--- config.mk ---
export PLATFORM = sky130hd
export DESIGN_NAME = vtt_timestamp_to_srt_fields
export DESIGN_NICKNAME = d
export VERILOG_FILES = /design/src/rtl/core/vtt_pkg.sv /design/src/rtl/core/vtt_front.sv /design/src/rtl/core/vtt_queue.sv /design/src/rtl/core/vtt_back.sv /design/src/rtl/core/vtt_timestamp_to_srt_fields.sv
export SDC_FILE = /design/constraint.sdc
export NUM_CORES = 1
export LEC_CHECK = 0
export BUFFER_PORTS_ARGS = -buffer_cell sky130_fd_sc_hd__buf_2
export CORE_MARGIN = 2
export CORE_UTILIZATION = 45
export CTS_BUF_LIST = sky130_fd_sc_hd__clkbuf_8
export CTS_CLUSTER_SIZE = 20
export DETAILED_ROUTE_END_ITERATION = 6
export SLEW_MARGIN = 10
export SYNTH_ARGS = -nofsm -noshare
export SYNTH_HDL_FRONTEND = slang
export SYNTH_SLANG_ARGS = --single-unit
--- constraint.sdc ---
create_clock -name clk_i -period 7.31 [get_ports clk_i]
set_input_delay 1.8275 -clock clk_i [delete_from_list [all_inputs] [get_ports clk_i]]
set_output_delay 1.8275 -clock clk_i [all_outputs]
set_load 0.05 [all_outputs]
--- src/rtl/core/vtt_pkg.sv ---
// ----------------------------------------------------------------------------
// vtt_pkg: shared types and constants for the timestamp field parser
// Character codes, widths and the record that the parser front end hands to
// the result stage through the queue.
// ----------------------------------------------------------------------------
package vtt_pkg;

  localparam int unsigned ACC_BITS_DEF = 64;
  localparam int unsigned HOURS_W      = 64;
  localparam int unsigned MIN_W        = 6;
  localparam int unsigned SEC_W        = 6;
  localparam int unsigned MILLIS_W     = 10;
  localparam int unsigned LEN_W        = 5;
  localparam int unsigned STATUS_W     = 2;
  localparam int unsigned CAP_W        = 8;
  localparam int unsigned SIG_W        = 5;  // up to 20 significant digits
  localparam int unsigned Q_DEPTH      = 2;

  localparam logic [CAP_W-1:0] CAP_RESET = 8'hFF;

  localparam logic [7:0] CH_NUL   = 8'h00;
  localparam logic [7:0] CH_ZERO  = 8'h30;
  localparam logic [7:0] CH_NINE  = 8'h39;
  localparam logic [7:0] CH_COLON = 8'h3A;
  localparam logic [7:0] CH_DOT   = 8'h2E;

  localparam int unsigned MAX_MS_VALUE = 59;
  localparam int unsigned LEN_BASE     = 10;
  localparam int unsigned MIN_DIGITS   = 2;

  typedef enum logic [STATUS_W-1:0] {
    ST_OK        = 2'd0,
    ST_MALFORMED = 2'd1,
    ST_RANGE     = 2'd2,
    ST_NO_ROOM   = 2'd3
  } status_e;

  typedef enum logic [3:0] {
    PH_INT  = 4'b0001,
    PH_FRAC = 4'b0010,
    PH_END  = 4'b0100,
    PH_ERR  = 4'b1000
  } phase_e;

  // One finished token, already mapped onto hour/minute/second slots.
  typedef struct packed {
    logic                malformed;
    logic                min_big;
    logic                sec_big;
    logic [SIG_W-1:0]    hour_sig;
    logic [HOURS_W-1:0]  hours;
    logic [MIN_W-1:0]    minutes;
    logic [SEC_W-1:0]    seconds;
    logic [MILLIS_W-1:0] millis;
  } rec_t;

endpackage

--- src/rtl/core/vtt_front.sv ---
// ----------------------------------------------------------------------------
// vtt_front: character parser
// Accumulates colon-separated decimal fields and the three fraction digits,
// and at the terminator pushes one token record into the queue.
// ----------------------------------------------------------------------------
module vtt_front
  import vtt_pkg::*;
#(
  parameter int unsigned ACC_BITS = ACC_BITS_DEF
) (
  input  logic       clk_i,
  input  logic       rst_ni,
  input  logic       ch_valid_i,
  output logic       ch_ready_o,
  input  logic [7:0] ch_i,
  input  logic       q_full_i,
  output logic       push_o,
  output rec_t       rec_o
);

  phase_e               phase_q, phase_d;
  logic [1:0]           count_q, count_d;
  logic [ACC_BITS-1:0]  acc_q, acc_d;
  logic                 has_q, has_d;
  logic [SIG_W-1:0]     sig_q, sig_d;
  logic [1:0]           fcnt_q, fcnt_d;
  logic [MILLIS_W-1:0]  frac_q, frac_d;

  // field store: first slot full width, the others only need six bits
  logic [ACC_BITS-1:0]  slot0_q, slot0_d;
  logic [MIN_W-1:0]     slot1_q, slot1_d;
  logic [SEC_W-1:0]     slot2_q, slot2_d;
  logic [2:0]           big_q, big_d;
  logic [SIG_W-1:0]     sig0_q, sig0_d;

  logic                 accept;
  logic                 is_digit;
  logic [ACC_BITS-1:0]  digit;
  logic [ACC_BITS+3:0]  prod;
  logic                 ovf;
  logic                 acc_big;
  logic [MILLIS_W-1:0]  frac_next;

  assign ch_ready_o = !q_full_i;
  assign accept     = ch_valid_i && ch_ready_o;
  assign is_digit   = ch_i inside {[CH_ZERO:CH_NINE]};
  assign digit      = ACC_BITS'(ch_i - CH_ZERO);

  // acc*10 + d; any bit above the field width means the field overflowed
  assign prod = ({4'b0, acc_q} << 3) + ({4'b0, acc_q} << 1) + {4'b0, digit};
  assign ovf  = |prod[ACC_BITS+3:ACC_BITS];

  assign acc_big   = acc_q > ACC_BITS'(MAX_MS_VALUE);
  assign frac_next = (frac_q << 3) + (frac_q << 1) + MILLIS_W'(ch_i - CH_ZERO);

  always_comb begin
    phase_d = phase_q;
    count_d = count_q;
    acc_d   = acc_q;
    has_d   = has_q;
    sig_d   = sig_q;
    fcnt_d  = fcnt_q;
    frac_d  = frac_q;
    slot0_d = slot0_q;
    slot1_d = slot1_q;
    slot2_d = slot2_q;
    big_d   = big_q;
    sig0_d  = sig0_q;
    push_o  = 1'b0;

    rec_o.malformed = (phase_q != PH_END);
    rec_o.millis    = frac_q;
    if (count_q == 2'd3) begin
      rec_o.hours    = HOURS_W'(slot0_q);
      rec_o.hour_sig = sig0_q;
      rec_o.minutes  = slot1_q;
      rec_o.min_big  = big_q[1];
      rec_o.seconds  = slot2_q;
      rec_o.sec_big  = big_q[2];
    end else begin
      rec_o.hours    = '0;
      rec_o.hour_sig = '0;
      rec_o.minutes  = slot0_q[MIN_W-1:0];
      rec_o.min_big  = big_q[0];
      rec_o.seconds  = slot1_q;
      rec_o.sec_big  = big_q[1];
    end

    if (accept) begin
      if (ch_i == CH_NUL) begin
        // emit and start a fresh token
        push_o  = 1'b1;
        phase_d = PH_INT;
        count_d = '0;
        acc_d   = '0;
        has_d   = 1'b0;
        sig_d   = '0;
        fcnt_d  = '0;
        frac_d  = '0;
      end else begin
        case (phase_q)
          PH_INT: begin
            if (is_digit) begin
              if (ovf) begin
                phase_d = PH_ERR;
              end else begin
                acc_d = prod[ACC_BITS-1:0];
                has_d = 1'b1;
                // leading zeros add no significant digit
                if (sig_q != '0 || digit != '0) begin
                  sig_d = sig_q + SIG_W'(1);
                end
              end
            end else if ((ch_i == CH_COLON && (!has_q || count_q >= 2'd2)) ||
                         (ch_i == CH_DOT && (!has_q || count_q == 2'd0 ||
                                             count_q == 2'd3))) begin
              phase_d = PH_ERR;
            end else if (ch_i == CH_COLON || ch_i == CH_DOT) begin
              case (count_q)
                2'd0: begin
                  slot0_d  = acc_q;
                  big_d[0] = acc_big;
                  sig0_d   = sig_q;
                end
                2'd1: begin
                  slot1_d  = acc_q[MIN_W-1:0];
                  big_d[1] = acc_big;
                end
                default: begin
                  slot2_d  = acc_q[SEC_W-1:0];
                  big_d[2] = acc_big;
                end
              endcase
              count_d = count_q + 2'd1;
              acc_d   = '0;
              has_d   = 1'b0;
              sig_d   = '0;
              if (ch_i == CH_DOT) begin
                phase_d = PH_FRAC;
              end
            end else begin
              phase_d = PH_ERR;
            end
          end
          PH_FRAC: begin
            if (is_digit) begin
              frac_d = frac_next;
              fcnt_d = fcnt_q + 2'd1;
              if (fcnt_q == 2'd2) begin
                phase_d = PH_END;
              end
            end else begin
              phase_d = PH_ERR;
            end
          end
          PH_END: begin
            phase_d = PH_ERR;
          end
          default: begin
            phase_d = phase_q;
          end
        endcase
      end
    end
  end

  always_ff @(posedge clk_i or negedge rst_ni) begin
    if (!rst_ni) begin
      phase_q <= PH_INT;
      count_q <= '0;
      acc_q   <= '0;
      has_q   <= 1'b0;
      sig_q   <= '0;
      fcnt_q  <= '0;
      frac_q  <= '0;
    end else begin
      phase_q <= phase_d;
      count_q <= count_d;
      acc_q   <= acc_d;
      has_q   <= has_d;
      sig_q   <= sig_d;
      fcnt_q  <= fcnt_d;
      frac_q  <= frac_d;
    end
  end

  always_ff @(posedge clk_i) begin
    slot0_q <= slot0_d;
    slot1_q <= slot1_d;
    slot2_q <= slot2_d;
    big_q   <= big_d;
    sig0_q  <= sig0_d;
  end

endmodule

--- src/rtl/core/vtt_queue.sv ---
// ----------------------------------------------------------------------------
// vtt_queue: short token record queue
// Decouples the parser from the result stage so each can stall on its own.
// ----------------------------------------------------------------------------
module vtt_queue
  import vtt_pkg::*;
(
  input  logic clk_i,
  input  logic rst_ni,
  input  logic push_i,
  input  rec_t rec_i,
  output logic full_o,
  input  logic pop_i,
  output logic valid_o,
  output rec_t rec_o
);

  localparam int unsigned PtrW = (Q_DEPTH > 1) ? $clog2(Q_DEPTH) : 1;
  localparam int unsigned CntW = $clog2(Q_DEPTH + 1);

  rec_t              mem_q [Q_DEPTH];
  logic [PtrW-1:0]   wr_q, wr_d;
  logic [PtrW-1:0]   rd_q, rd_d;
  logic [CntW-1:0]   cnt_q, cnt_d;
  logic              do_push;
  logic              do_pop;

  assign full_o  = (cnt_q == CntW'(Q_DEPTH));
  assign valid_o = (cnt_q != '0);
  assign rec_o   = mem_q[rd_q];
  assign do_push = push_i && !full_o;
  assign do_pop  = pop_i && valid_o;

  always_comb begin
    wr_d  = wr_q;
    rd_d  = rd_q;
    cnt_d = cnt_q;
    if (do_push) begin
      wr_d = (wr_q == PtrW'(Q_DEPTH - 1)) ? '0 : wr_q + PtrW'(1);
    end
    if (do_pop) begin
      rd_d = (rd_q == PtrW'(Q_DEPTH - 1)) ? '0 : rd_q + PtrW'(1);
    end
    case ({do_push, do_pop})
      2'b10:   cnt_d = cnt_q + CntW'(1);
      2'b01:   cnt_d = cnt_q - CntW'(1);
      default: cnt_d = cnt_q;
    endcase
  end

  always_ff @(posedge clk_i or negedge rst_ni) begin
    if (!rst_ni) begin
      wr_q  <= '0;
      rd_q  <= '0;
      cnt_q <= '0;
    end else begin
      wr_q  <= wr_d;
      rd_q  <= rd_d;
      cnt_q <= cnt_d;
    end
  end

  always_ff @(posedge clk_i) begin
    if (do_push) begin
      mem_q[wr_q] <= rec_i;
    end
  end

endmodule

--- src/rtl/core/vtt_back.sv ---
// ----------------------------------------------------------------------------
// vtt_back: result stage
// Range-checks minutes and seconds, sizes the text form against the
// capacity register and holds the finished result until it is taken.
// ----------------------------------------------------------------------------
module vtt_back
  import vtt_pkg::*;
(
  input  logic                clk_i,
  input  logic                rst_ni,
  input  logic                cfg_we_i,
  input  logic [CAP_W-1:0]    cfg_wdata_i,
  input  logic                q_valid_i,
  input  rec_t                q_rec_i,
  output logic                q_pop_o,
  output logic                res_valid_o,
  input  logic                res_ready_i,
  output logic [STATUS_W-1:0] status_o,
  output logic [HOURS_W-1:0]  hours_o,
  output logic [MIN_W-1:0]    minutes_o,
  output logic [SEC_W-1:0]    seconds_o,
  output logic [MILLIS_W-1:0] millis_o,
  output logic [LEN_W-1:0]    text_length_o
);

  logic [CAP_W-1:0]    cap_q;
  logic                valid_q;
  status_e             status_q, status_d;
  logic [HOURS_W-1:0]  hours_q, hours_d;
  logic [MIN_W-1:0]    min_q, min_d;
  logic [SEC_W-1:0]    sec_q, sec_d;
  logic [MILLIS_W-1:0] ms_q, ms_d;
  logic [LEN_W-1:0]    len_q, len_d;
  logic [LEN_W-1:0]    len;

  assign q_pop_o = q_valid_i && (!valid_q || res_ready_i);

  // pad hours to two digits, plus the fixed ":MM:SS,mmm" part
  assign len = ((q_rec_i.hour_sig < SIG_W'(MIN_DIGITS)) ? LEN_W'(MIN_DIGITS)
                                                        : LEN_W'(q_rec_i.hour_sig))
               + LEN_W'(LEN_BASE);

  always_comb begin
    if (q_rec_i.malformed) begin
      status_d = ST_MALFORMED;
    end else if (q_rec_i.min_big || q_rec_i.sec_big) begin
      status_d = ST_RANGE;
    end else if (CAP_W'(len) >= cap_q) begin
      status_d = ST_NO_ROOM;
    end else begin
      status_d = ST_OK;
    end
    if (status_d == ST_OK) begin
      hours_d = q_rec_i.hours;
      min_d   = q_rec_i.minutes;
      sec_d   = q_rec_i.seconds;
      ms_d    = q_rec_i.millis;
      len_d   = len;
    end else begin
      hours_d = '0;
      min_d   = '0;
      sec_d   = '0;
      ms_d    = '0;
      len_d   = '0;
    end
  end

  always_ff @(posedge clk_i or negedge rst_ni) begin
    if (!rst_ni) begin
      cap_q   <= CAP_RESET;
      valid_q <= 1'b0;
    end else begin
      if (cfg_we_i) begin
        cap_q <= cfg_wdata_i;
      end
      if (q_pop_o) begin
        valid_q <= 1'b1;
      end else if (res_ready_i) begin
        valid_q <= 1'b0;
      end
    end
  end

  always_ff @(posedge clk_i) begin
    if (q_pop_o) begin
      status_q <= status_d;
      hours_q  <= hours_d;
      min_q    <= min_d;
      sec_q    <= sec_d;
      ms_q     <= ms_d;
      len_q    <= len_d;
    end
  end

  assign res_valid_o   = valid_q;
  assign status_o      = status_q;
  assign hours_o       = hours_q;
  assign minutes_o     = min_q;
  assign seconds_o     = sec_q;
  assign millis_o      = ms_q;
  assign text_length_o = len_q;

endmodule

--- src/rtl/core/vtt_timestamp_to_srt_fields.sv ---
// ----------------------------------------------------------------------------
// vtt_timestamp_to_srt_fields: timestamp token to SubRip field values
// Parses MM:SS.mmm or HH:MM:SS.mmm one character per word and reports the
// numeric fields, a status and the SubRip text length per token.
// ----------------------------------------------------------------------------
// Usage:
//   The slave stream carries one character per word; a zero byte ends the
//   token. Other characters produce nothing on the master stream. Each
//   terminator produces exactly one result word.
//   Throughput: one character per clock while the record queue has room,
//   including back-to-back terminators. The parser updates its field
//   accumulator (a shift-add and an overflow compare) in the cycle the
//   character is accepted. Path: a result reaches the master stream
//   through the record queue and then the output register, and both can
//   hold while the receiver stalls.
//   Stall: when the receiver holds tready low, the output register holds,
//   then the two-entry record queue fills; once it is full, s_axis_tready_o
//   drops until a result is taken.
//   Reset: the parser starts on a fresh token, the queue and output are
//   empty and out_capacity returns to 255. Write out_capacity through
//   cfg_we_i/cfg_wdata_i only while no token is in flight.
// ----------------------------------------------------------------------------
module vtt_timestamp_to_srt_fields
  import vtt_pkg::*;
#(
  parameter int unsigned ACC_BITS = ACC_BITS_DEF
) (
  input  logic             clk_i,
  input  logic             rst_ni,
  input  logic             cfg_we_i,
  input  logic [CAP_W-1:0] cfg_wdata_i,     // out_capacity
  input  logic             s_axis_tvalid_i,
  output logic             s_axis_tready_o,
  input  logic [7:0]       s_axis_tdata_i,  // [7:0] ch
  output logic             m_axis_tvalid_o,
  input  logic             m_axis_tready_i,
  // [1:0] status, [65:2] hours, [71:66] minutes, [77:72] seconds,
  // [87:78] millis, [92:88] text_length, [95:93] zero
  output logic [95:0]      m_axis_tdata_o
);

  logic                push;
  logic                q_full;
  logic                q_valid;
  logic                q_pop;
  rec_t                push_rec;
  rec_t                q_rec;
  logic [STATUS_W-1:0] status;
  logic [HOURS_W-1:0]  hours;
  logic [MIN_W-1:0]    minutes;
  logic [SEC_W-1:0]    seconds;
  logic [MILLIS_W-1:0] millis;
  logic [LEN_W-1:0]    text_length;

  vtt_front #(
    .ACC_BITS(ACC_BITS)
  ) u_front (
    .clk_i      (clk_i),
    .rst_ni     (rst_ni),
    .ch_valid_i (s_axis_tvalid_i),
    .ch_ready_o (s_axis_tready_o),
    .ch_i       (s_axis_tdata_i),
    .q_full_i   (q_full),
    .push_o     (push),
    .rec_o      (push_rec)
  );

  vtt_queue u_queue (
    .clk_i   (clk_i),
    .rst_ni  (rst_ni),
    .push_i  (push),
    .rec_i   (push_rec),
    .full_o  (q_full),
    .pop_i   (q_pop),
    .valid_o (q_valid),
    .rec_o   (q_rec)
  );

  vtt_back u_back (
    .clk_i         (clk_i),
    .rst_ni        (rst_ni),
    .cfg_we_i      (cfg_we_i),
    .cfg_wdata_i   (cfg_wdata_i),
    .q_valid_i     (q_valid),
    .q_rec_i       (q_rec),
    .q_pop_o       (q_pop),
    .res_valid_o   (m_axis_tvalid_o),
    .res_ready_i   (m_axis_tready_i),
    .status_o      (status),
    .hours_o       (hours),
    .minutes_o     (minutes),
    .seconds_o     (seconds),
    .millis_o      (millis),
    .text_length_o (text_length)
  );

  assign m_axis_tdata_o = {3'b000, text_length, millis, seconds, minutes, hours, status};

endmodule

* After elaboration in Yosys (flattened, before gate mapping) *
Memories as Yosys holds them, arrays and structs flattened.
Index checks and enable logic that the tools add are counted.
Widths: inputs -> output; s select.

storage, ports and cells
  bits of input ports = 21
  bits in registers = 278
  memory bits (read-only) = 0
  latch bits = 0
  memories = 1
  word-level logic and storage cells = 165
  memory bits (writable) = 188

operators by class
  multipliers = 0
  reductions and logical operators = 42
  shift operators = 0
  bitwise gates (word level) = 4
  $lt $le $gt $ge = 6
  equal/unequal tests = 20
  add/subtract/negate cells = 14
  div/mod/pow operators = 0
  mux-type cells = 53

memories
  memory         depth  width  rd ports  clocked after memory_dff  wr ports  line             text
  u_queue.mem_q  2      94     1         0                         1         vtt_queue.sv:21  rec_t mem_q [Q_DEPTH];

operators with widths
  kind                 number
  $mux 64              6
  $mux 83              1
  $add 67x65->68       1
  $add 68x64->68       1
  $gt 64x6->1 const B  1
  $reduce_bool 64->1   1
  $mux 5               8
  $mux 4               8
  $mux 10              3
  $mux 2               11
  $reduce_and 7->1     3
  $add 10x10->10       2
  $sub 8x6->9 const B  2
  $eq 8x6->1 const B   2
  $reduce_and 5->1     3
  $mux 1               14
  $reduce_bool 2->1    7
  $pmux 4 s3           1
  $eq 2x2->1 const B   4
  $ge 5x8->1           1
  $ge 8x6->1 const B   1
  $le 8x6->1 const B   1
  $logic_not 8->1      1
  $logic_or 1x1->1     8
  30 further kinds     48

* Depth between registers and ports, before layout *
  depth after elaboration = 9
  gate-level depth with buffers = 19
  gate-level depth less buffers = 16

* By module *
From an unflattened synthesis, not the netlist that was laid out.

second synthesis, totals
  cells, all modules = 1904
  area total of the unflattened synthesis = 24452.2 µm²

modules (own cells, without submodules)
  module                       cells each  area an instance (µm²)  times used
  vtt_front                    1226        12674.7                 1
  vtt_queue                    311         7190.6                  1
  vtt_back                     363         4560.6                  1
  vtt_timestamp_to_srt_fields  4           26.3                    1

* Least setup slack after synthesis *
Ideal clock, no wire load.

  path type = in2reg
  start point = in s_axis_tdata_i[4]
  end point = reg u_front.acc_q[0]
  data required time = 7.230 ns
  slack = -4.296 ns
  stages on the path = 15
  setup time = 0.080 ns
  data arrival time = 11.526 ns
  cells stage by stage = ha_1 > nor3_1 > fa_1 > ha_1 > buf_2 > nand2_1 > or3_4 > o31ai_4 > a31oi_2 > or4_4 > a211o_1 > and3_1 > buf_6 > or4_4 > o211ai_2

between the ends
  word-level cells in the longest chain between the ends = 5

RTL lines
  item                                                          line                               text
  from (decl)                                                   vtt_timestamp_to_srt_fields.sv:34  input logic [7:0] s_axis_tdata_i,
  $sub 8x6->9, or another cell as far along                     vtt_front.sv:47                    assign digit = ACC_BITS'(ch_i - CH_ZERO);
  $add 68x64->68, or another cell as far along                  vtt_front.sv:50                    assign prod = ({4'b0, acc_q} << 3) + ({4'b0, acc_q} << 1) + {4'b0, digit};
  $reduce_or 4->1, or another cell as far along                 vtt_front.sv:51                    assign ovf = |prod[ACC_BITS+3:ACC_BITS];
  $ne 3x3->1 (no line), or another cell as far along            --
  $reduce_and 5->1 (no line) / $mux 64 (equally long branches)  --
  to (signal assigned)                                          vtt_front.sv:171                   acc_q <= '0;
  to (signal assigned)                                          vtt_front.sv:179                   acc_q <= acc_d;
  to (decl)                                                     vtt_front.sv:23                    logic [ACC_BITS-1:0] acc_q, acc_d;

Several ways; a longest one is shown, not always the timed one. The select of a mux whose other input is x is not followed.
A chain may end at the register's enable or synchronous reset.

* Final worst setup path *
  start point = in s_axis_tdata_i[4]
  end point = reg u_front.acc_q[5]

between the ends
  word-level cells in the longest chain between the ends = 6

RTL lines
  item
  branches (longest 6 deep; another with $add 68x64->68)

Several ways; the timed one is not identified. The select of a mux whose other input is x is not followed.

==> impl_metrics.py <==
metrics = {
    "power": {
        "peakVddDrop_v": 0.000143,
        "power_density_nw_per_um2": 296,
        "p_leak_nw": 10.9,
    },
    "setup_path": {
        "cp_common_cell": "buf_4",
        "worstPathMaxFanout": 61,
        "end_kind": "flop",
        "ff2ff_path_depth": 14,
        "cp.depth": 17,
        "cp_cell_sequence": "buf_2 > ha_4 > nor3_4 > buf_4 > buf_4 > fa_1 > ha_1 > a2111oi_0 > a22oi_1 > a21boi_0 > or3_1 > o311ai_0 > nor2_1 > a21o_1 > o21ai_4 > buf_12 > o221ai_1",
        "crit_path_end": "u_front.acc_q[5]",
        "r2r-end": "u_back.hours_o[48]",
        "reg2reg_slack_ns": 2.36,
        "slowest_stage": "a2111oi_0",
        "cp-start-kind": "input pin",
        "cp-startpoint": "s_axis_tdata_i[4]",
        "cp_slowest_stage_delay_ns": 0.55,
        "reg2reg_from": "u_queue.rd_q",
        "critPathBufInv": 4,
        "crit_required_ns": 7.79,
        "path_delay_family": "compound AO/OA/AOI/OAI gates",
        "critPathArrivalTime_ns": 6.68,
        "path_class": "in -> reg",
    },
    "timing": {
        "maxSlewHeadroom_pct": 19.5,
        "setup_ws_ns": 1.12,
        "grt_setup_unrepaired": "no",
        "fin_crit_ns": 6.19,
        "fin_crit_sh_pct": 84.7,
        "slew_viol_final": 0,
        "setup_viol": 0,
        "worstMarginPinSlew_ns": 1.20,
        "fin_worst_skew_ns": 0.0417,
        "hold_viol": 0,
        "fmax_ghz": 0.161,
        "holdWs_ns": 0.495,
    },
    "clock_tree": {
        "post_cts_resized": 0,
        "clock_path_buffers": 3,
        "clock_latency_ns": 0.68,
        "post_cts_buffers": 0,
        "htree_levels": 3,
        "clkSinkCount": 466,
        "cts-root-buf": "clkbuf_8",
        "cts_hold_buf": 0,
        "cts_buffers": 78,
        "path_clk_slew_ns": 0.06,
        "cts_tree": "yes",
    },
    "floorplanning": {
        "start_util_pct": 45.5,
        "dieArea_sq_um": 55000,
        "rows": 84,
        "die_h_um": 235,
        "core_sq_um": 52600,
        "die_x_um": 235,
        "io-pin-count": 119,
    },
    "global_routing": {
        "use_met1_pct": 29.3,
        "met2_usage_pct": 31.2,
        "grt_pass1_wl_um": 86100,
        "grt_pass1_vias": 15400,
        "grt_max_degree": 95,
        "grt-busiest-layer": "met2",
        "grt_usage_pct": 20.2,
        "use_met3_pct": 3.57,
        "overflow": 0,
        "antenna_found_initial": 3,
    },
    "synthesis": {
        "synthesis.area_sq_um": 23900,
        "yosys.area.top_type_share_pct": 45.8,
        "yosysWarnings": 0,
        "synth_cell_types": 73,
        "synth_area_leaders": "edfxtp_1, dfrtp_1, fa_1",
        "netlist_top_cells_count": "edfxtp_1, nor2_1, inv_1",
        "postSynthCellCount": 1967,
        "avgSynthCellArea_sq_um": 12.2,
        "synthArstFlopShare_pct": 21.7,
        "synth_top_cell_by_area": "edfxtp_1",
        "yosysMostFrequentCell": "edfxtp_1",
        "ys_ff_latch": 466,
        "synth_seq_area_share_pct": 56.4,
        "synth_flop_cell": "edfxtp_1",
        "synth_edf_count": 365,
    },
    "finish": {
        "drive_gt1_share_pct": 14.3,
        "area_growth_pct": 12.3,
        "finalNonFillerCells": 2847,
        "nNetsFinal": 2277,
    },
    "drt": {
        "drc": 0,
        "wl_per_cell_um": 19.2,
        "drtIter0Drc": 1037,
        "final_antenna_net_count": 0,
        "dr.pass1.iters": 5,
        "routed_wl_um": 54600,
        "vias": 15600,
        "viasPerCell": 5.49,
    },
    "place": {
        "placement.io_buffers": 115,
        "hpwl_um": 38400,
        "dp_cells": 2701,
        "place_ws_ns": 0.536,
        "gp_congestion": 0.928,
    },
    "job": {
        "maxCapViolCount": 0,
    },
    "status": {
        "outcome": "finished clean",
    },
    "min_path": {
        "hp-class": "reg -> reg",
    },
}
## cell usage in the layout (no fill, tap or decap), types with 7 or more instances in the layout
cell type / n
a221oi_1: 7
nor4_1: 23
nand2_1: 106
o21ai_1: 10
clkinv_2: 13
buf_2: 114
o221ai_1: 10
edfxtp_1: 365
nand4_1: 33
or4_1: 7
a211oi_1: 7
or3_1: 11
dfstp_2: 9
mux2i_1: 90
o21a_1: 13
nor2_1: 157
clkinv_1: 11
o211ai_1: 10
a21oi_1: 97
dfrtp_1: 91
xor2_1: 29
a22oi_1: 56
inv_1: 159
mux2_2: 21
ha_1: 90
fa_1: 69
buf_4: 20
o21ai_0: 112
o21bai_1: 21
clkbuf_8: 81
and2_1: 79
a21o_1: 18
and3_1: 9
xnor2_1: 47
nor3_1: 18
nand3_1: 28
## worst register-to-register path, cell delays in order, from the launching register on
cell,delay (ns)
dfrtp_4,0.97
mux2i_1,0.41
o21ai_0,0.21
nand2_1,0.17
ha_1,0.28
ha_1,0.29
a21o_1,0.10
a21o_1,0.11
a21oi_1,0.06
or4_1,0.45
inv_1,0.08
nor2_1,0.08
nand2_2,0.62
buf_4,0.62
nor2_1,0.22
## metrics by stage
stage	TNS, ns	cell area, sq um	utilization, %	total power [mW]
6_report	0	26900	51.1	7.95
5_1_grt	0	26900	51.1	8.38
4_1_cts	0	26900	51.1	8.03
3_5_place_dp	0	25400	48.2	5.78
3_3_place_gp	0	25400	48.2	5.75
2_1_floorplan	-18.08	24100	-	5.23
## power by group
| part | internal [mW] | switching (mW) | total [mW] |
|---|---|---|---|
| Sequential | 3.18 | 0.288 | 3.46 |
| Clock | 1.16 | 1.06 | 2.22 |
| Combinational | 0.724 | 1.54 | 2.26 |
## state kept, by name (all words and copies together), names as in the netlist, 2 cells and up
name,cells
u_queue.mem_q,188
u_back.hours_o,64
u_front.acc_q,64
u_front.slot0_q,64
u_back.millis_o,10
u_front.frac_q,10
u_back.cap_q,8
u_back.minutes_o,6
u_back.seconds_o,6
u_front.slot1_q,6
u_front.slot2_q,6
u_back.text_length_o,5
u_front.sig0_q,5
u_front.sig_q,5
u_front.phase_q,4
u_front.big_q,3
u_back.status_o,2
u_front.count_q,2
u_front.fcnt_q,2
u_queue.cnt_q,2
## area by class of cell
| cell class | count | area [sq um] |
|---|---|---|
| diodes | 1 | 2.50 |
| flip-flops and latches | 466 | 13500 |
| inverters | 131 | 492 |
| clock inverters | 64 | 394 |
| multi-input cells | 1278 | 9690 |
| well taps | 688 | 861 |
| fillers | 4667 | 25700 |
| repair buffers | 138 | 801 |
| clock buffers | 81 | 1110 |
## metal layers
layer,vias up,wire length [um]
met1,7739,26000
li1,7447,-
met3,69,2700
met4,0,935
met5,-,0
met2,361,25000
## cell families after synthesis
logic type / Yosys count / synth area share [%]
and+or+nand+nor: 507 / 10.4
DFF: 466 / 56.4
AOI/OAI and AO/OA: 418 / 11.2
buffers and inverters: 225 / 3.69
adders and majority gates: 163 / 10.7
muxes: 111 / 4.76
xor gates and xnor gates: 76 / 2.78
other: 1 / 0.0157
## worst min path at each step
| stage | from | endpoint | depth (start not counted) |
|---|---|---|---|
| 6_report | u_front.fcnt_q[1] | u_front.fcnt_q[1] | 2 |
| 5_1_grt | u_queue.cnt_q[1] | u_queue.cnt_q[1] | 1 |
| 4_1_cts | u_front.fcnt_q[1] | u_front.fcnt_q[1] | 2 |
| 3_5_place_dp | u_front.fcnt_q[1] | u_front.fcnt_q[1] | 2 |
| 3_3_place_gp | u_front.fcnt_q[1] | u_front.fcnt_q[1] | 2 |
| 2_1_floorplan | u_front.frac_q[9] | u_queue.mem_q[0][9] | 0 |
Power figures use the tool's default switching activity.
